$ cat src/rtl/ira_pkg.sv
`default_nettype none

package ira_pkg;

  localparam int SAMPLE_W    = 10;
  localparam int MAX_SAMPLES = 16;
  localparam int SUM_W       = SAMPLE_W + $clog2(MAX_SAMPLES);
  localparam int BLK_W       = 5;
  localparam int TICK_W      = 16;
  localparam int COEF_W      = 24;
  localparam int DIST_W      = 24;
  localparam int TGT_W       = 16;
  localparam int PROD_W      = COEF_W + SAMPLE_W;
  localparam int NUM_W       = PROD_W;
  localparam int DVD_W       = PROD_W + 1;
  localparam int ITER_W      = $clog2(NUM_W + 1);
  localparam int SAT_IN_W    = NUM_W + 2;
  localparam int CLS_W       = 2;
  localparam int PADDR_W     = 5;
  localparam int PDATA_W     = 32;

  localparam logic [NUM_W-1:0]    RECIP_ONE = NUM_W'(64'd1 << 32);
  localparam logic [SAT_IN_W-1:0] BIAS_Q8   = SAT_IN_W'(108);

  localparam logic [TICK_W-1:0] DECIM_RST     = TICK_W'(1);
  localparam logic [BLK_W-1:0]  SPB_RST       = BLK_W'(16);
  localparam logic [SAMPLE_W-1:0] LOWER_RST   = '0;
  localparam logic [COEF_W-1:0] SLOPE_RST     = COEF_W'(31252);
  localparam logic [COEF_W-1:0] INTERCEPT_RST = COEF_W'(352322);
  localparam logic [TGT_W-1:0]  TARGET_RST    = '0;
  localparam logic [TGT_W-1:0]  OFFSET_RST    = '0;

  typedef enum logic [CLS_W-1:0] {
    CLS_ERROR    = 2'd0,
    CLS_CLOSE    = 2'd1,
    CLS_PARALLEL = 2'd2,
    CLS_FAR      = 2'd3
  } pos_class_e;

  typedef enum logic [2:0] {
    REG_DECIM     = 3'd0,
    REG_SPB       = 3'd1,
    REG_LOWER     = 3'd2,
    REG_SLOPE     = 3'd3,
    REG_INTERCEPT = 3'd4,
    REG_TARGET    = 3'd5,
    REG_OFFSET    = 3'd6
  } reg_idx_e;

  typedef enum logic [2:0] {
    S_IDLE,
    S_AVG,
    S_AVG_WAIT,
    S_MUL,
    S_SUB,
    S_CHK,
    S_DIV_WAIT,
    S_FIN
  } state_e;

  typedef struct packed {
    logic [TICK_W-1:0]   decimation_ratio;
    logic [BLK_W-1:0]    samples_per_block;
    logic [SAMPLE_W-1:0] lower_limit;
    logic [COEF_W-1:0]   slope_coeff;
    logic [COEF_W-1:0]   intercept_coeff;
    logic [TGT_W-1:0]    target_distance;
    logic [TGT_W-1:0]    distance_offset;
  } cfg_t;

  typedef struct packed {
    logic              start;
    logic [NUM_W-1:0]  num;
    logic [NUM_W-1:0]  den;
    logic [ITER_W-1:0] iters;
  } div_cmd_t;

  typedef struct packed {
    logic             done;
    logic [NUM_W-1:0] quot;
  } div_rsp_t;

  function automatic logic [BLK_W-1:0] block_len(input logic [BLK_W-1:0] spb);
    logic [BLK_W-1:0] n;
    n = spb;
    if (n == '0) begin
      n = BLK_W'(1);
    end
    if (int'(n) > MAX_SAMPLES) begin
      n = BLK_W'(MAX_SAMPLES);
    end
    return n;
  endfunction

  function automatic logic signed [DIST_W-1:0] sat_dist(input logic signed [SAT_IN_W-1:0] v);
    logic signed [DIST_W-1:0] r;
    r = v[DIST_W-1:0];
    if (!v[SAT_IN_W-1] && (|v[SAT_IN_W-2:DIST_W-1])) begin
      r = {1'b0, {(DIST_W-1){1'b1}}};
    end else if (v[SAT_IN_W-1] && !(&v[SAT_IN_W-2:DIST_W-1])) begin
      r = {1'b1, {(DIST_W-1){1'b0}}};
    end
    return r;
  endfunction

endpackage

`default_nettype wire

$ cat src/rtl/ir_range_average_classifier.sv
// Side range sensor front end. Each accepted item is one timer tick with a
// 10-bit converter reading; every decimation_ratio-th reading is summed, and
// when samples_per_block readings are in, one result comes out with the block
// average, the in-range flag, the inverse-distance value in Q8 centimeters,
// its change and the too-close, parallel, too-far or error class. An item that
// does not end a block leaves in_ready_o high. An item that ends a block holds
// in_ready_o low while one shared restoring divider first forms the average
// (one quotient bit per cycle) and then the reciprocal, which is skipped when
// the block is out of range or its denominator is not positive, and while a
// still untaken earlier result waits at the output register. Configuration
// registers sit on the APB port at byte addresses 0 to 24 and are to be
// written only while no block is in flight, by the user; the block itself
// does not enforce this.
`default_nettype none

module ir_range_average_classifier import ira_pkg::*; (
  input  logic                     clk_i,
  input  logic                     rst_ni,
  input  logic                     psel,
  input  logic                     penable,
  input  logic                     pwrite,
  input  logic [PADDR_W-1:0]       paddr,
  input  logic [PDATA_W-1:0]       pwdata,
  output logic [PDATA_W-1:0]       prdata,
  output logic                     pready,
  input  logic                     in_valid_i,
  output logic                     in_ready_o,
  input  logic [SAMPLE_W-1:0]      sample_i,
  output logic                     out_valid_o,
  input  logic                     out_ready_i,
  output logic [SAMPLE_W-1:0]      average_raw_o,
  output logic                     in_range_o,
  output logic signed [DIST_W-1:0] distance_o,
  output logic signed [DIST_W-1:0] distance_change_o,
  output logic [CLS_W-1:0]         position_class_o,
  output logic                     class_changed_o
);

  cfg_t     cfg;
  div_cmd_t div_cmd;
  div_rsp_t div_rsp;

  ira_regs u_regs (
    .clk_i   (clk_i),
    .rst_ni  (rst_ni),
    .psel    (psel),
    .penable (penable),
    .pwrite  (pwrite),
    .paddr   (paddr),
    .pwdata  (pwdata),
    .prdata  (prdata),
    .pready  (pready),
    .cfg_o   (cfg)
  );

  ira_divider u_divider (
    .clk_i  (clk_i),
    .rst_ni (rst_ni),
    .cmd_i  (div_cmd),
    .rsp_o  (div_rsp)
  );

  ira_core u_core (
    .clk_i             (clk_i),
    .rst_ni            (rst_ni),
    .cfg_i             (cfg),
    .in_valid_i        (in_valid_i),
    .in_ready_o        (in_ready_o),
    .sample_i          (sample_i),
    .out_valid_o       (out_valid_o),
    .out_ready_i       (out_ready_i),
    .average_raw_o     (average_raw_o),
    .in_range_o        (in_range_o),
    .distance_o        (distance_o),
    .distance_change_o (distance_change_o),
    .position_class_o  (position_class_o),
    .class_changed_o   (class_changed_o),
    .div_cmd_o         (div_cmd),
    .div_rsp_i         (div_rsp)
  );

endmodule

`default_nettype wire

$ cat src/rtl/ira_regs.sv
`default_nettype none

module ira_regs import ira_pkg::*; (
  input  logic               clk_i,
  input  logic               rst_ni,
  input  logic               psel,
  input  logic               penable,
  input  logic               pwrite,
  input  logic [PADDR_W-1:0] paddr,
  input  logic [PDATA_W-1:0] pwdata,
  output logic [PDATA_W-1:0] prdata,
  output logic               pready,
  output cfg_t               cfg_o
);

  cfg_t             cfg_q;
  logic             wr_en;
  logic [2:0]       idx;

  assign wr_en  = psel && penable && pwrite;
  assign idx    = paddr[PADDR_W-1:2];
  assign pready = 1'b1;
  assign cfg_o  = cfg_q;

  always_ff @(posedge clk_i or negedge rst_ni) begin
    if (!rst_ni) begin
      cfg_q.decimation_ratio  <= DECIM_RST;
      cfg_q.samples_per_block <= SPB_RST;
      cfg_q.lower_limit       <= LOWER_RST;
      cfg_q.slope_coeff       <= SLOPE_RST;
      cfg_q.intercept_coeff   <= INTERCEPT_RST;
      cfg_q.target_distance   <= TARGET_RST;
      cfg_q.distance_offset   <= OFFSET_RST;
    end else if (wr_en) begin
      case (reg_idx_e'(idx))
        REG_DECIM:     cfg_q.decimation_ratio  <= pwdata[TICK_W-1:0];
        REG_SPB:       cfg_q.samples_per_block <= pwdata[BLK_W-1:0];
        REG_LOWER:     cfg_q.lower_limit       <= pwdata[SAMPLE_W-1:0];
        REG_SLOPE:     cfg_q.slope_coeff       <= pwdata[COEF_W-1:0];
        REG_INTERCEPT: cfg_q.intercept_coeff   <= pwdata[COEF_W-1:0];
        REG_TARGET:    cfg_q.target_distance   <= pwdata[TGT_W-1:0];
        REG_OFFSET:    cfg_q.distance_offset   <= pwdata[TGT_W-1:0];
        default: ;
      endcase
    end
  end

  always_comb begin
    case (reg_idx_e'(idx))
      REG_DECIM:     prdata = PDATA_W'(cfg_q.decimation_ratio);
      REG_SPB:       prdata = PDATA_W'(cfg_q.samples_per_block);
      REG_LOWER:     prdata = PDATA_W'(cfg_q.lower_limit);
      REG_SLOPE:     prdata = PDATA_W'(cfg_q.slope_coeff);
      REG_INTERCEPT: prdata = PDATA_W'(cfg_q.intercept_coeff);
      REG_TARGET:    prdata = PDATA_W'(cfg_q.target_distance);
      REG_OFFSET:    prdata = PDATA_W'(cfg_q.distance_offset);
      default:       prdata = '0;
    endcase
  end

endmodule

`default_nettype wire

$ cat src/rtl/ira_divider.sv
`default_nettype none

module ira_divider import ira_pkg::*; (
  input  logic     clk_i,
  input  logic     rst_ni,
  input  div_cmd_t cmd_i,
  output div_rsp_t rsp_o
);

  logic [NUM_W-1:0]  num_q;
  logic [NUM_W-1:0]  den_q;
  logic [NUM_W-1:0]  rem_q;
  logic [NUM_W-1:0]  quot_q;
  logic [ITER_W-1:0] cnt_q;
  logic              busy_q;
  logic              done_q;
  logic [NUM_W:0]    shifted;
  logic [NUM_W:0]    diff;
  logic              ge;
  logic [NUM_W-1:0]  rem_d;

  // One restoring step per cycle: shift in the next numerator bit and subtract.
  always_comb begin
    shifted = {rem_q, num_q[NUM_W-1]};
    diff    = shifted - {1'b0, den_q};
    ge      = shifted >= {1'b0, den_q};
    rem_d   = ge ? diff[NUM_W-1:0] : shifted[NUM_W-1:0];
  end

  always_ff @(posedge clk_i or negedge rst_ni) begin
    if (!rst_ni) begin
      busy_q <= 1'b0;
      done_q <= 1'b0;
      cnt_q  <= '0;
    end else if (cmd_i.start) begin
      busy_q <= 1'b1;
      done_q <= 1'b0;
      cnt_q  <= cmd_i.iters;
    end else if (busy_q) begin
      cnt_q <= cnt_q - ITER_W'(1);
      if (cnt_q == ITER_W'(1)) begin
        busy_q <= 1'b0;
        done_q <= 1'b1;
      end
    end else begin
      done_q <= 1'b0;
    end
  end

  always_ff @(posedge clk_i) begin
    if (cmd_i.start) begin
      num_q  <= cmd_i.num;
      den_q  <= cmd_i.den;
      rem_q  <= '0;
      quot_q <= '0;
    end else if (busy_q) begin
      num_q  <= {num_q[NUM_W-2:0], 1'b0};
      rem_q  <= rem_d;
      quot_q <= {quot_q[NUM_W-2:0], ge};
    end
  end

  assign rsp_o.done = done_q;
  assign rsp_o.quot = quot_q;

endmodule

`default_nettype wire

$ cat src/rtl/ira_core.sv
`default_nettype none

module ira_core import ira_pkg::*; (
  input  logic                     clk_i,
  input  logic                     rst_ni,
  input  cfg_t                     cfg_i,
  input  logic                     in_valid_i,
  output logic                     in_ready_o,
  input  logic [SAMPLE_W-1:0]      sample_i,
  output logic                     out_valid_o,
  input  logic                     out_ready_i,
  output logic [SAMPLE_W-1:0]      average_raw_o,
  output logic                     in_range_o,
  output logic signed [DIST_W-1:0] distance_o,
  output logic signed [DIST_W-1:0] distance_change_o,
  output logic [CLS_W-1:0]         position_class_o,
  output logic                     class_changed_o,
  output div_cmd_t                 div_cmd_o,
  input  div_rsp_t                 div_rsp_i
);

  state_e                    state_q, state_d;
  logic [TICK_W-1:0]         tick_q;
  logic [BLK_W-1:0]          cnt_q;
  logic [SUM_W-1:0]          sum_q;
  logic [SAMPLE_W-1:0]       avg_q;
  logic                      inr_q;
  logic [PROD_W-1:0]         prod_q;
  logic signed [DVD_W-1:0]   dvd_q;
  logic signed [DIST_W-1:0]  dist_q;
  logic                      err_q;
  logic signed [DIST_W-1:0]  held_dist_q;
  pos_class_e                held_cls_q;
  logic                      out_valid_q;
  logic [SAMPLE_W-1:0]       avg_out_q;
  logic                      inr_out_q;
  logic signed [DIST_W-1:0]  dist_out_q;
  logic signed [DIST_W-1:0]  chg_out_q;
  pos_class_e                cls_out_q;
  logic                      cls_chg_out_q;

  logic                      accept;
  logic [TICK_W-1:0]         tick_next;
  logic                      take;
  logic [BLK_W-1:0]          cnt_inc;
  logic [BLK_W-1:0]          blk_len;
  logic                      end_blk;
  logic                      go_div;
  logic                      load_out;
  logic signed [SAT_IN_W-1:0] dist_raw;
  logic signed [SAT_IN_W-1:0] chg_raw;
  logic signed [SAT_IN_W-1:0] cmp_val;
  logic signed [SAT_IN_W-1:0] tgt_val;
  pos_class_e                cls_new;

  assign in_ready_o = (state_q == S_IDLE);
  assign accept     = in_valid_i && in_ready_o;
  assign tick_next  = tick_q + TICK_W'(1);
  assign take       = accept && (tick_next == cfg_i.decimation_ratio);
  assign cnt_inc    = cnt_q + BLK_W'(1);
  assign blk_len    = block_len(cfg_i.samples_per_block);
  assign end_blk    = take && (cnt_inc >= blk_len);
  assign go_div     = inr_q && !dvd_q[DVD_W-1] && (dvd_q != '0);
  assign load_out   = (state_q == S_FIN) && (!out_valid_q || out_ready_i);

  always_comb begin
    dist_raw = $signed({{(SAT_IN_W-NUM_W){1'b0}}, div_rsp_i.quot}) - $signed(BIAS_Q8);
    chg_raw  = $signed({{(SAT_IN_W-DIST_W){dist_q[DIST_W-1]}}, dist_q})
             - $signed({{(SAT_IN_W-DIST_W){held_dist_q[DIST_W-1]}}, held_dist_q});
    cmp_val  = $signed({{(SAT_IN_W-DIST_W){dist_q[DIST_W-1]}}, dist_q})
             - $signed({{(SAT_IN_W-TGT_W){1'b0}}, cfg_i.distance_offset});
    tgt_val  = $signed({{(SAT_IN_W-TGT_W){1'b0}}, cfg_i.target_distance});
    if (err_q) begin
      cls_new = CLS_ERROR;
    end else if (cmp_val < tgt_val) begin
      cls_new = CLS_CLOSE;
    end else if (cmp_val > tgt_val) begin
      cls_new = CLS_FAR;
    end else begin
      cls_new = CLS_PARALLEL;
    end
  end

  always_ff @(posedge clk_i or negedge rst_ni) begin
    if (!rst_ni) begin
      state_q <= S_IDLE;
    end else begin
      state_q <= state_d;
    end
  end

  always_comb begin
    state_d   = state_q;
    div_cmd_o = '0;
    case (state_q)
      S_IDLE: begin
        if (end_blk) begin
          state_d = S_AVG;
        end
      end
      S_AVG: begin
        div_cmd_o.start = 1'b1;
        div_cmd_o.num   = {sum_q, {(NUM_W-SUM_W){1'b0}}};
        div_cmd_o.den   = NUM_W'(blk_len);
        div_cmd_o.iters = ITER_W'(SUM_W);
        state_d         = S_AVG_WAIT;
      end
      S_AVG_WAIT: begin
        if (div_rsp_i.done) begin
          state_d = S_MUL;
        end
      end
      S_MUL: begin
        state_d = S_SUB;
      end
      S_SUB: begin
        state_d = S_CHK;
      end
      S_CHK: begin
        if (go_div) begin
          div_cmd_o.start = 1'b1;
          div_cmd_o.num   = RECIP_ONE + {1'b0, dvd_q[NUM_W-1:1]};
          div_cmd_o.den   = dvd_q[NUM_W-1:0];
          div_cmd_o.iters = ITER_W'(NUM_W);
          state_d         = S_DIV_WAIT;
        end else begin
          state_d = S_FIN;
        end
      end
      S_DIV_WAIT: begin
        if (div_rsp_i.done) begin
          state_d = S_FIN;
        end
      end
      S_FIN: begin
        if (load_out) begin
          state_d = S_IDLE;
        end
      end
      default: begin
        state_d = S_IDLE;
      end
    endcase
  end

  always_ff @(posedge clk_i or negedge rst_ni) begin
    if (!rst_ni) begin
      tick_q      <= '0;
      cnt_q       <= '0;
      sum_q       <= '0;
      held_dist_q <= '0;
      held_cls_q  <= CLS_ERROR;
      out_valid_q <= 1'b0;
    end else begin
      if (accept) begin
        tick_q <= take ? '0 : tick_next;
      end
      if (take) begin
        sum_q <= sum_q + SUM_W'(sample_i);
        cnt_q <= cnt_inc;
      end
      if ((state_q == S_AVG_WAIT) && div_rsp_i.done) begin
        sum_q <= '0;
        cnt_q <= '0;
      end
      if (load_out) begin
        held_cls_q <= cls_new;
        if (!err_q) begin
          held_dist_q <= dist_q;
        end
      end
      if (load_out) begin
        out_valid_q <= 1'b1;
      end else if (out_ready_i) begin
        out_valid_q <= 1'b0;
      end
    end
  end

  always_ff @(posedge clk_i) begin
    if ((state_q == S_AVG_WAIT) && div_rsp_i.done) begin
      avg_q <= div_rsp_i.quot[SAMPLE_W-1:0];
    end
    if (state_q == S_MUL) begin
      prod_q <= {{SAMPLE_W{1'b0}}, cfg_i.slope_coeff} * {{COEF_W{1'b0}}, avg_q};
      inr_q  <= (avg_q >= cfg_i.lower_limit);
    end
    if (state_q == S_SUB) begin
      dvd_q <= $signed({1'b0, prod_q})
             - $signed({{(DVD_W-COEF_W){1'b0}}, cfg_i.intercept_coeff});
    end
    if (state_q == S_CHK) begin
      err_q <= !go_div;
    end
    if ((state_q == S_DIV_WAIT) && div_rsp_i.done) begin
      dist_q <= sat_dist(dist_raw);
    end
    if (load_out) begin
      avg_out_q     <= avg_q;
      inr_out_q     <= inr_q;
      dist_out_q    <= err_q ? held_dist_q : dist_q;
      chg_out_q     <= err_q ? '0 : sat_dist(chg_raw);
      cls_out_q     <= cls_new;
      cls_chg_out_q <= (cls_new != held_cls_q);
    end
  end

  assign out_valid_o       = out_valid_q;
  assign average_raw_o     = avg_out_q;
  assign in_range_o        = inr_out_q;
  assign distance_o        = dist_out_q;
  assign distance_change_o = chg_out_q;
  assign position_class_o  = cls_out_q;
  assign class_changed_o   = cls_chg_out_q;

endmodule

`default_nettype wire

$ cat config.mk
export PLATFORM = sky130hd
export DESIGN_NAME = ir_range_average_classifier
export DESIGN_NICKNAME = d
export VERILOG_FILES = /design/src/rtl/ira_pkg.sv /design/src/rtl/ir_range_average_classifier.sv /design/src/rtl/ira_regs.sv /design/src/rtl/ira_divider.sv /design/src/rtl/ira_core.sv
export SDC_FILE = /design/constraint.sdc
export NUM_CORES = 1
export LEC_CHECK = 0
export CAP_MARGIN = 25
export CORE_ASPECT_RATIO = 1.5
export CORE_MARGIN = 1
export CORE_UTILIZATION = 30
export DETAILED_ROUTE_END_ITERATION = 12
export DONT_BUFFER_PORTS = 1
export PLACE_DENSITY = 0.52
export SETUP_SLACK_MARGIN = 0.3
export SYNTH_ARGS = -nofsm -noshare
export SYNTH_HDL_FRONTEND = slang
export SYNTH_SLANG_ARGS = --single-unit
$ cat constraint.sdc
create_clock -name clk_i -period 5.9 [get_ports clk_i]
set_input_delay 1.475 -clock clk_i [delete_from_list [all_inputs] [get_ports clk_i]]
set_output_delay 1.475 -clock clk_i [all_outputs]
set_load 0.005 [all_outputs]
# ---- Yosys cells after proc, flatten, opt, wreduce, memory -nomap -nowiden
# Index checks and enable logic that the tools add are counted.
dict set report classes {
  addsub 10
  n_mul 1
  magnitude_cmp 6
  n_eq_ne 21
  muxes 36
  reduce_logical 42
}
# op count
set ops {}
lappend ops {{case mux 24 bit (7 select lines)} 1}
lappend ops {{case mux 75 bit (2 select lines)} 1}
lappend ops {{two-way mux 34 bit} 3}
lappend ops {{two-way mux 75 bit} 1}
lappend ops {{two-way mux 24 bit} 3}
lappend ops {{greater-than comparator 36 x 17 -> 1 bit} 1}
lappend ops {{< comparator 36 x 17 -> 1 bit} 1}
lappend ops {{greater-or-equal comparator 35 x 34 -> 1 bit} 1}
lappend ops {{nonzero test 35 bit} 1}
lappend ops {{subtractor 34 x 24 -> 35 bit} 1}
lappend ops {{subtractor 34 x 7 -> 35 bit (second input constant)} 1}
lappend ops {{adder 33 x 33 -> 34 bit (first input constant)} 1}
lappend ops {{multiplier 24 x 10 -> 34 bit} 1}
lappend ops {{subtractor 34 bit} 1}
lappend ops {{two-way mux 14 bit} 2}
lappend ops {{subtractor 24 x 17 -> 25 bit} 1}
lappend ops {{subtractor 24 x 24 -> 25 bit} 1}
lappend ops {{case mux 3 bit (8 select lines)} 1}
lappend ops {{AND reduction 12 bit} 2}
lappend ops {{OR reduction 12 bit} 2}
lappend ops {{two-way mux 23 bit} 1}
lappend ops {{== test 3 bit (second input constant)} 7}
lappend ops {{two-way mux 5 bit} 4}
lappend ops {{adder 16 x 1 -> 16 bit (second input constant)} 1}
lappend ops {{other kinds (28)} 76}
dict set report word_totals {
  regBits 487
  in_bits 54
  out_inout_bits 97
  word_cells 150
}

# ---- Depth between registers and ports, before layout
# Gate-level depths: netlist (run 1).
dict set report logic_depth {
  word_depth 8
  mapped_depth 22
  depth_no_buf 21
}

# ---- Cells and area by module
# Synthesis (run 1) repeated with hierarchy kept, for this count alone.
dict set report unflattened {
  cells_unflattened 3433
  hier_area_um2 34891.0
}
# mod n_inst cells_per_inst area_each_um2 seq_area_each_um2
set modules_own_cells {}
lappend modules_own_cells {ira_core 1 2346 22186.3 6641.4}
lappend modules_own_cells {ira_divider 1 711 7477.2 3603.5}
lappend modules_own_cells {ira_regs 1 376 5227.5 2796.4}

# ---- Worst setup path before layout (run 1)
# OpenSTA, ideal clock, no wires.
dict set report synth_timing {
  kind {register to register}
  start {reg u_regs.cfg_q, in the netlist u_regs.cfg_o[68]}
  end {reg u_core.prod_q[33] (data pin)}
  setup_time_ns 0.259
  arrival_time_ns 5.637
  required_time_ns 5.641
  slack_ns 0.004
  stages_incl_launch_ff 20
  path_buffers 1
  synth_period_minus_slack_ns 5.896
  cell_sequence {dfstp_2 clkbuf_1 nand2_1 fa_1 inv_1 fa_1 fa_1 fa_1 inv_1 fa_1 inv_1 ha_1 a21o_1 a21oi_1 o211ai_1 o211ai_1 a21oi_1 o41ai_1 nor2_1 a211o_1}
}
dict set report synth_between {
  elab_chain_len 1
}
# item line
set synth_lines {}
lappend synth_lines {{from (decl)} ira_regs.sv:16} ;# cfg_t cfg_q;
lappend synth_lines {{multiplier 24 x 10 -> 34 bit} ira_core.sv:185} ;# prod_q <= {{SAMPLE_W{1'b0}}, cfg_i.slope_coeff} * {{COEF_W{1'b0}}, avg_q};
lappend synth_lines {{to (signal assigned)} ira_core.sv:185}
lappend synth_lines {{to (decl)} ira_core.sv:28} ;# logic [PROD_W-1:0] prod_q;
# Every way passes these cells.
# A chain may end at the register's enable or synchronous reset.

# ---- Worst setup path after layout (run 1)
dict set report layout_timing {
  start {reg u_core.avg_q[9]}
  end {reg u_core.prod_q[33] (data pin)}
}
dict set report layout_between {
  elab_chain_len 1
}
# item line
set layout_lines {}
lappend layout_lines {{from (decl)} ira_core.sv:26} ;# logic [SAMPLE_W-1:0] avg_q;
lappend layout_lines {{from (signal assigned)} ira_core.sv:182} ;# avg_q <= div_rsp_i.quot[SAMPLE_W-1:0];
lappend layout_lines {{multiplier 24 x 10 -> 34 bit} ira_core.sv:185}
# Every way passes these cells.

==> flow_summary.toml, run 1 <==
[placed_design]
dp_hpwl_mm = 76.7
globalplace.congestion = 0.851
port_buffers = 0
post_dp_cell_area_mm2 = 0.0371

[finish]
layout_common_cells = "330 x inv_1, 320 x nand2_1, 235 x edfxtp_1"
layout_commonest_cell = "inv_1"
final_cell_area_mm2 = 0.0397
layout.nets = 4032
area_growth_syn_to_layout_pct = 14.1
n_fill_cell = 11700
drive_gt1_share_pct = 13.2

[sta]
worstMarginPinSlew_ps = 1010
rsz0062_at_grt = "yes"
setup_viol = 0
hold_viol = 0
min_period_over_period_pct = 99.4
fmax_mhz = 170
min_period_ps = 5870
maxSlewViolCount = 0
clock_skew_ps = 56.0
relSlewSlack_pct = 31.5

[route]
drtIter0Drc = 1334
first_pass_iters = 5
drt-vias-per-instance = 4.99
wire_per_inst_um = 19.4
routed_wirelength_mm = 100
ant_nets = 0
top_layer_used = "met5"
dr_wl_met2_mm = 53.1
vias = 25800
route.detailed.drc = 0
drt-met1-wl_mm = 39.5
dr_wl_met3_mm = 4.14

[synthesis]
ys_warn_count = 0
synth-async-reset-ratio_pct = 37.8
syn_inst = 3543
syn_area_mm2 = 0.0348
yosysSeqAreaShare_pct = 37.4
syn_avg_cell_area_um2 = 9.83
ys_types = 91
synthFlopType = "edfxtp_1"
ys_ff_latch = 487
synth_top_area_share_pct = 20.3
synth_edf_count = 235
yosys.area.top_type = "edfxtp_1"
synthTopCellsByArea = "edfxtp_1 20%, dfrtp_1 12%, fa_1 10%"

[power_and_ir_drop]
vdd_ir_drop_max_mv = 0.403
leakagePower_nw = 17.4
power.total_mw = 23.7
p_per_area_mw_per_mm2 = 595

[worst_hold_path]
hold_start = "u_divider.quot_q[1]$_SDFFE_PP0P_"
min_to = "u_core.avg_q[1]$_DFFE_PP_"
hold_path_depth = 0
hold_class = "flip-flop to flip-flop"

[floorplanning]
core_area_mm2 = 0.115
die_w_um = 280
dieArea_mm2 = 0.118
rows = 152
ios = 151
start_util_pct = 30.3
die_h_um = 419

[worst_setup_path]
critPathArrivalTime_ps = 6220
r2r-end = "u_core.prod_q[33]$_DFFE_PN_"
start_kind = "flip-flop"
r2r-start = "u_core.avg_q[9]$_DFFE_PP_"
rr_worst_depth = 21
rrSetupSlack_ps = 30
crit_fanout = 7
critPathRequiredTime_ps = 6260
endpoint_kind = "flip-flop"
path_class = "flip-flop to flip-flop"

[grt]
grt_pass1_wl_mm = 155
grt_max_degree = 185
grt_usage_pct = 17.1
grt.overflow.total = 0
antenna_found_initial = 6
first_global_vias = 26200

[clock_tree]
cts.root.buffer_cell = "clkbuf_16"
cts_made_buffers = 51
clock-sinks = 487
cts_hold_buf = 0
insertion_delay_ps = 650
cts_tree = "done"
clk_pin_slew_ps = 70
clockBufferDepth = 3
h-tree-depth = 2

[run_status]
status = "finished, final reports clean"

[flow_run]
drv_cap = 0
[registers in the layout, indices dropped and copies added (netlist names), 10 cells and up]
register                  cells
u_core.avg_q                 10
u_core.held_dist_q           24
u_divider.num_q              34
u_core.tick_q                16
u_core.sum_q                 14
u_core.dist_q                24
u_regs.cfg_o                111
u_divider.den_q              34
u_divider.rem_q              34
u_core.average_raw_o         10
u_core.distance_change_o     24
u_core.prod_q                34
u_core.dvd_q                 35
u_core.distance_o            24
u_divider.quot_q             34
[cell type report]
class                      instances  area [µm²]  area share (%)
multi-input combinational       2551       20300            51.1
antenna                            2        5.00          0.0126
clock buffer                      65        1400            3.52
timing repair buffer             145        1440            3.63
tap                             1540        1930            4.85
inverter                         345        1290            3.26
sequential                       487       13000            32.8
clock inverter                    31         308           0.774
[worst max-delay path, cell delays in order, from the launching register on]
cell and delay (ps):
edfxtp_1 490, buf_12 200, and2_4 140, fa_1 500, fa_1 600, fa_2 450
fa_1 600, inv_2 50, fa_1 470, inv_1 40, ha_1 300, nand4_1 220
nor3_2 70, nor2_1 150, nand2_2 100, o211ai_1 270, a21oi_1 100, buf_4 160
o41ai_4 200, buf_4 180, nor2_1 50, a211o_1 240
[Yosys cell counts (all sizes together), types with 15 or more instances]
library cell    n
a211oi         25
fa            179
o21ai         212
o22ai          20
and2          176
nand2b         32
o211ai         19
ha            218
a21o           80
buf            32
dfrtp         169
dfstp          15
a21oi         177
o31ai          17
mux2           75
xor2           60
edfxtp        235
nand2         324
inv           345
mux2i          84
o21a           27
nand4          23
dfxtp          68
and3           29
a31oi          21
xnor2         109
clkbuf        135
or3            21
nor4           23
a221oi         15
nor3           81
nand3          66
nor2          214
nor2b          34
[cell families (layout without fill, tap and decap cells)]
group,after synthesis,count (layout),share of synthesized area [%]
AOI/OAI and AO/OA,747,747,13.9
xor gates and xnor gates,169,169,4.25
adders and majority gates,397,397,18.1
buffers and inverters,512,586,5.73
DFF,487,487,37.4
muxes,168,168,5.42
other,2,11,0.0216
and+or+nand+nor,1061,1061,15.1
[how the worst max path moves through the flow]
stage | from | endpoint | slack (ps)
finish | u_core.avg_q[9]$_DFFE_PP_ | u_core.prod_q[33]$_DFFE_PN_ | 30
global route | u_core.avg_q[5]$_DFFE_PP_ | u_core.prod_q[33]$_DFFE_PN_ | -140
CTS | u_core.avg_q[5]$_DFFE_PP_ | u_core.prod_q[33]$_DFFE_PN_ | 50
detailed placement | u_core.avg_q[9]$_DFFE_PP_ | u_core.prod_q[33]$_DFFE_PN_ | -110
global placement | u_core.avg_q[9]$_DFFE_PP_ | u_core.prod_q[33]$_DFFE_PN_ | -80
floorplan | u_core.avg_q[3]$_DFFE_PP_ | u_core.prod_q[33]$_DFFE_PN_ | 290
[metal layers]
metal	global-route usage (%)	up-vias
met4	6.11	6
li1	-	12400
met1	19.4	12800
met3	2.72	133
met2	31.9	424
met5	0	-
[power breakdown]
| group | switching (mW) | leakage, nW | total (mW) | internal (mW) |
|---|---|---|---|---|
| logic | 7.87 | 11.6 | 14.3 | 6.40 |
| registers | 0.804 | 5.04 | 6.05 | 5.25 |
| clock network | 1.53 | 0.822 | 3.33 | 1.80 |
[through the flow]
step | cells | setup WS (ps) | hold WS [ps] | utilization (%) | setup TNS [ps]
2_1_floorplan | 3550 | 293 | 420 | - | 0
3_3_place_gp | 5031 | -75.1 | 481 | 32.3 | -96.9
3_5_place_dp | 5033 | -108 | 488 | 32.3 | -163
4_1_cts | 5153 | 51.7 | 475 | 34.3 | 0
5_1_grt | 5164 | -143 | 494 | 34.6 | -406
6_report | 5166 | 32.5 | 497 | 34.6 | 0
[timing repair]
action | 4_1_cts | 5_1_grt
endpoints found under the hold margin | 0 | 0
setup buffers | 22 | 7
pin swaps | 23 | 54
gates resized for setup | 64 | 55
cloned | 2 | 1
setup endpoints to repair | 11 | 17
Note: power is estimated with default switching activity, not from simulation.
==> run 2, diff against run 1 <==
--- a/config.mk
+++ b/config.mk
@@ -12,6 +12,7 @@
 export DETAILED_ROUTE_END_ITERATION = 12
 export DONT_BUFFER_PORTS = 1
 export PLACE_DENSITY = 0.52
+export REMOVE_ABC_BUFFERS = 1
 export SETUP_SLACK_MARGIN = 0.3
 export SYNTH_ARGS = -nofsm -noshare
 export SYNTH_HDL_FRONTEND = slang
==> flow_summary.toml, run 2 (synthesized netlist as in run 1, its figures left out) <==
[placed_design]
dp_slack_ps = -272
port_buffers = 0
dp_hpwl_mm = 74.8
globalplace.congestion = 0.865

[clock_tree]
h-tree-depth = 2
clk_pin_slew_ps = 70
cts.root.buffer_cell = "clkbuf_16"
clock-sinks = 487
cts_tree = "done"
cts_made_buffers = 50
cts_hold_buf = 0
insertion_delay_ps = 640
clockBufferDepth = 3

[worst_setup_path]
critical-path-top-delay-family = "adder cells"
critPathRequiredTime_ps = 6260
crit_chain = "buf_6, buf_8, and2_4, fa_1, inv_2, fa_2, inv_2, fa_1, fa_1, inv_1, fa_1, inv_2, ha_4, a21oi_2, nor2b_1, o21ai_1, nand2b_1, a21o_1, a21o_1, o41ai_2, buf_4, nor2_1, a211o_1"
cp.depth = 23
start_kind = "flip-flop"
path_class = "flip-flop to flip-flop"
rrSetupSlack_ps = 140
rr_worst_depth = 23
critPathMaxStageDelay_ps = 560
crit_fanout = 7
r2r-start = "u_core.avg_q[6]$_DFFE_PP_"
endpoint_kind = "flip-flop"
r2r-end = "u_core.prod_q[33]$_DFFE_PN_"
critPathArrivalTime_ps = 6120
crit_slowest_cell = "fa_2"
path_buf_inv = 7
crit_top_cell = "fa_1"

[finish]
post-route-util_pct = 34.6
area_growth_syn_to_layout_pct = 14.2
layout.nets = 4049
largest_register_ffs = 111
layout_commonest_cell = "inv_1"
drive_gt1_share_pct = 13.5
layout_common_cells = "330 x inv_1, 316 x nand2_1, 235 x edfxtp_1"

[floorplanning]
die_w_um = 280
ios = 151
core_area_mm2 = 0.115
die_h_um = 419
rows = 152
dieArea_mm2 = 0.118
start_util_pct = 30.3

[power_and_ir_drop]
power.total_mw = 23.4
vdd_ir_drop_max_mv = 0.461
p_per_area_mw_per_mm2 = 589
leakagePower_nw = 17.5

[grt]
grt_pass1_wl_mm = 150
grt.overflow.total = 0
antenna_found_initial = 2
grt_usage_pct = 16.4
first_global_vias = 26100
grt_max_degree = 185

[route]
first_pass_iters = 5
vias = 25700
route.detailed.drc = 0
wire_per_inst_um = 18.7
routed_wirelength_mm = 97.0
drt-vias-per-instance = 4.96
drtIter0Drc = 1426
ant_nets = 0

[sta]
fin_ws_ps = 138
fin_tns_setup_ps = 0
worstMarginPinSlew_ps = 1000
maxSlewViolCount = 0
clock_skew_ps = 33.1
hold_viol = 0
hold_slack_ps = 503
fmax_mhz = 174
min_period_ps = 5760
min_period_over_period_pct = 97.7
setup_viol = 0
relSlewSlack_pct = 31.6
rsz0062_at_grt = "yes"

[worst_hold_path]
hold_path_depth = 2
hold_class = "flip-flop to flip-flop"
hold_start = "u_divider.rem_q[1]$_SDFFE_PP0P_"
min_to = "u_divider.rem_q[1]$_SDFFE_PP0P_"

[run_status]
status = "finished, final reports clean"

[flow_run]
drv_cap = 0
[run 2: how the worst max path moves through the flow]
stage	start	to	slack (ps)
finish	u_core.avg_q[6]$_DFFE_PP_	u_core.prod_q[33]$_DFFE_PN_	140
global route	u_core.avg_q[6]$_DFFE_PP_	u_core.prod_q[33]$_DFFE_PN_	-50
CTS	u_core.avg_q[6]$_DFFE_PP_	u_core.prod_q[33]$_DFFE_PN_	160
detailed placement	u_core.avg_q[9]$_DFFE_PP_	u_core.prod_q[33]$_DFFE_PN_	-270
global placement	u_core.avg_q[9]$_DFFE_PP_	u_core.prod_q[33]$_DFFE_PN_	-260
floorplan	out_ready_i	u_core.held_cls_q[0]$_DFFE_PN0P_	-630
[run 2: area by class of cell]
class                   count  area [µm²]
inverters                 345        1290
clock inverters            24         395
diodes                      1        2.50
well taps                1540        1930
flip-flops and latches    487       13100
repair buffers            163        1410
fillers                 11700       75100
multi-input cells        2551       20300
clock buffers              70        1420
[run 2: worst register-to-register path: cells and delay by family, from the launching register on]
family / cells / cell delay (ps)
adder cells (fa/ha/maj): 6 / 2690
AND/OR/NAND/NOR: 4 / 330
AO/OA/AOI/OAI: 6 / 1190
flip-flops: 1 / 540
buffers and inverters: 7 / 740
[run 2: through the flow]
stage	instances	cell area, µm²
CTS	5175	39600
global route	5180	39800
global placement	5058	37100
floorplan	3383	34200
detailed placement	5059	37200
finish	5181	39800
[run 2: per-layer routing]
| metal | track usage [%] | wire, µm | up-vias |
|---|---|---|---|
| li1 | - | - | 12400 |
| met1 | 19.1 | 39900 | 12700 |
| met3 | 2.76 | 4120 | 138 |
| met2 | 29.8 | 49600 | 453 |
| met5 | 0 | 0 | - |
| met4 | 6.10 | 3410 | 0 |
[run 2: power breakdown]
part | internal [mW] | switching (mW) | leakage [nW]
clock network | 2.09 | 1.45 | 0.877
registers | 5.25 | 0.809 | 5.03
logic | 6.26 | 7.56 | 11.6
[run 2: timing repair]
| item | CTS | global route |
|---|---|---|
| endpoints found under the hold margin | 0 | 0 |
| setup buffers | 22 | 3 |
| pin swaps | 102 | 33 |
| resized for setup | 106 | 38 |
| endpoints found under the setup margin | 12 | 13 |
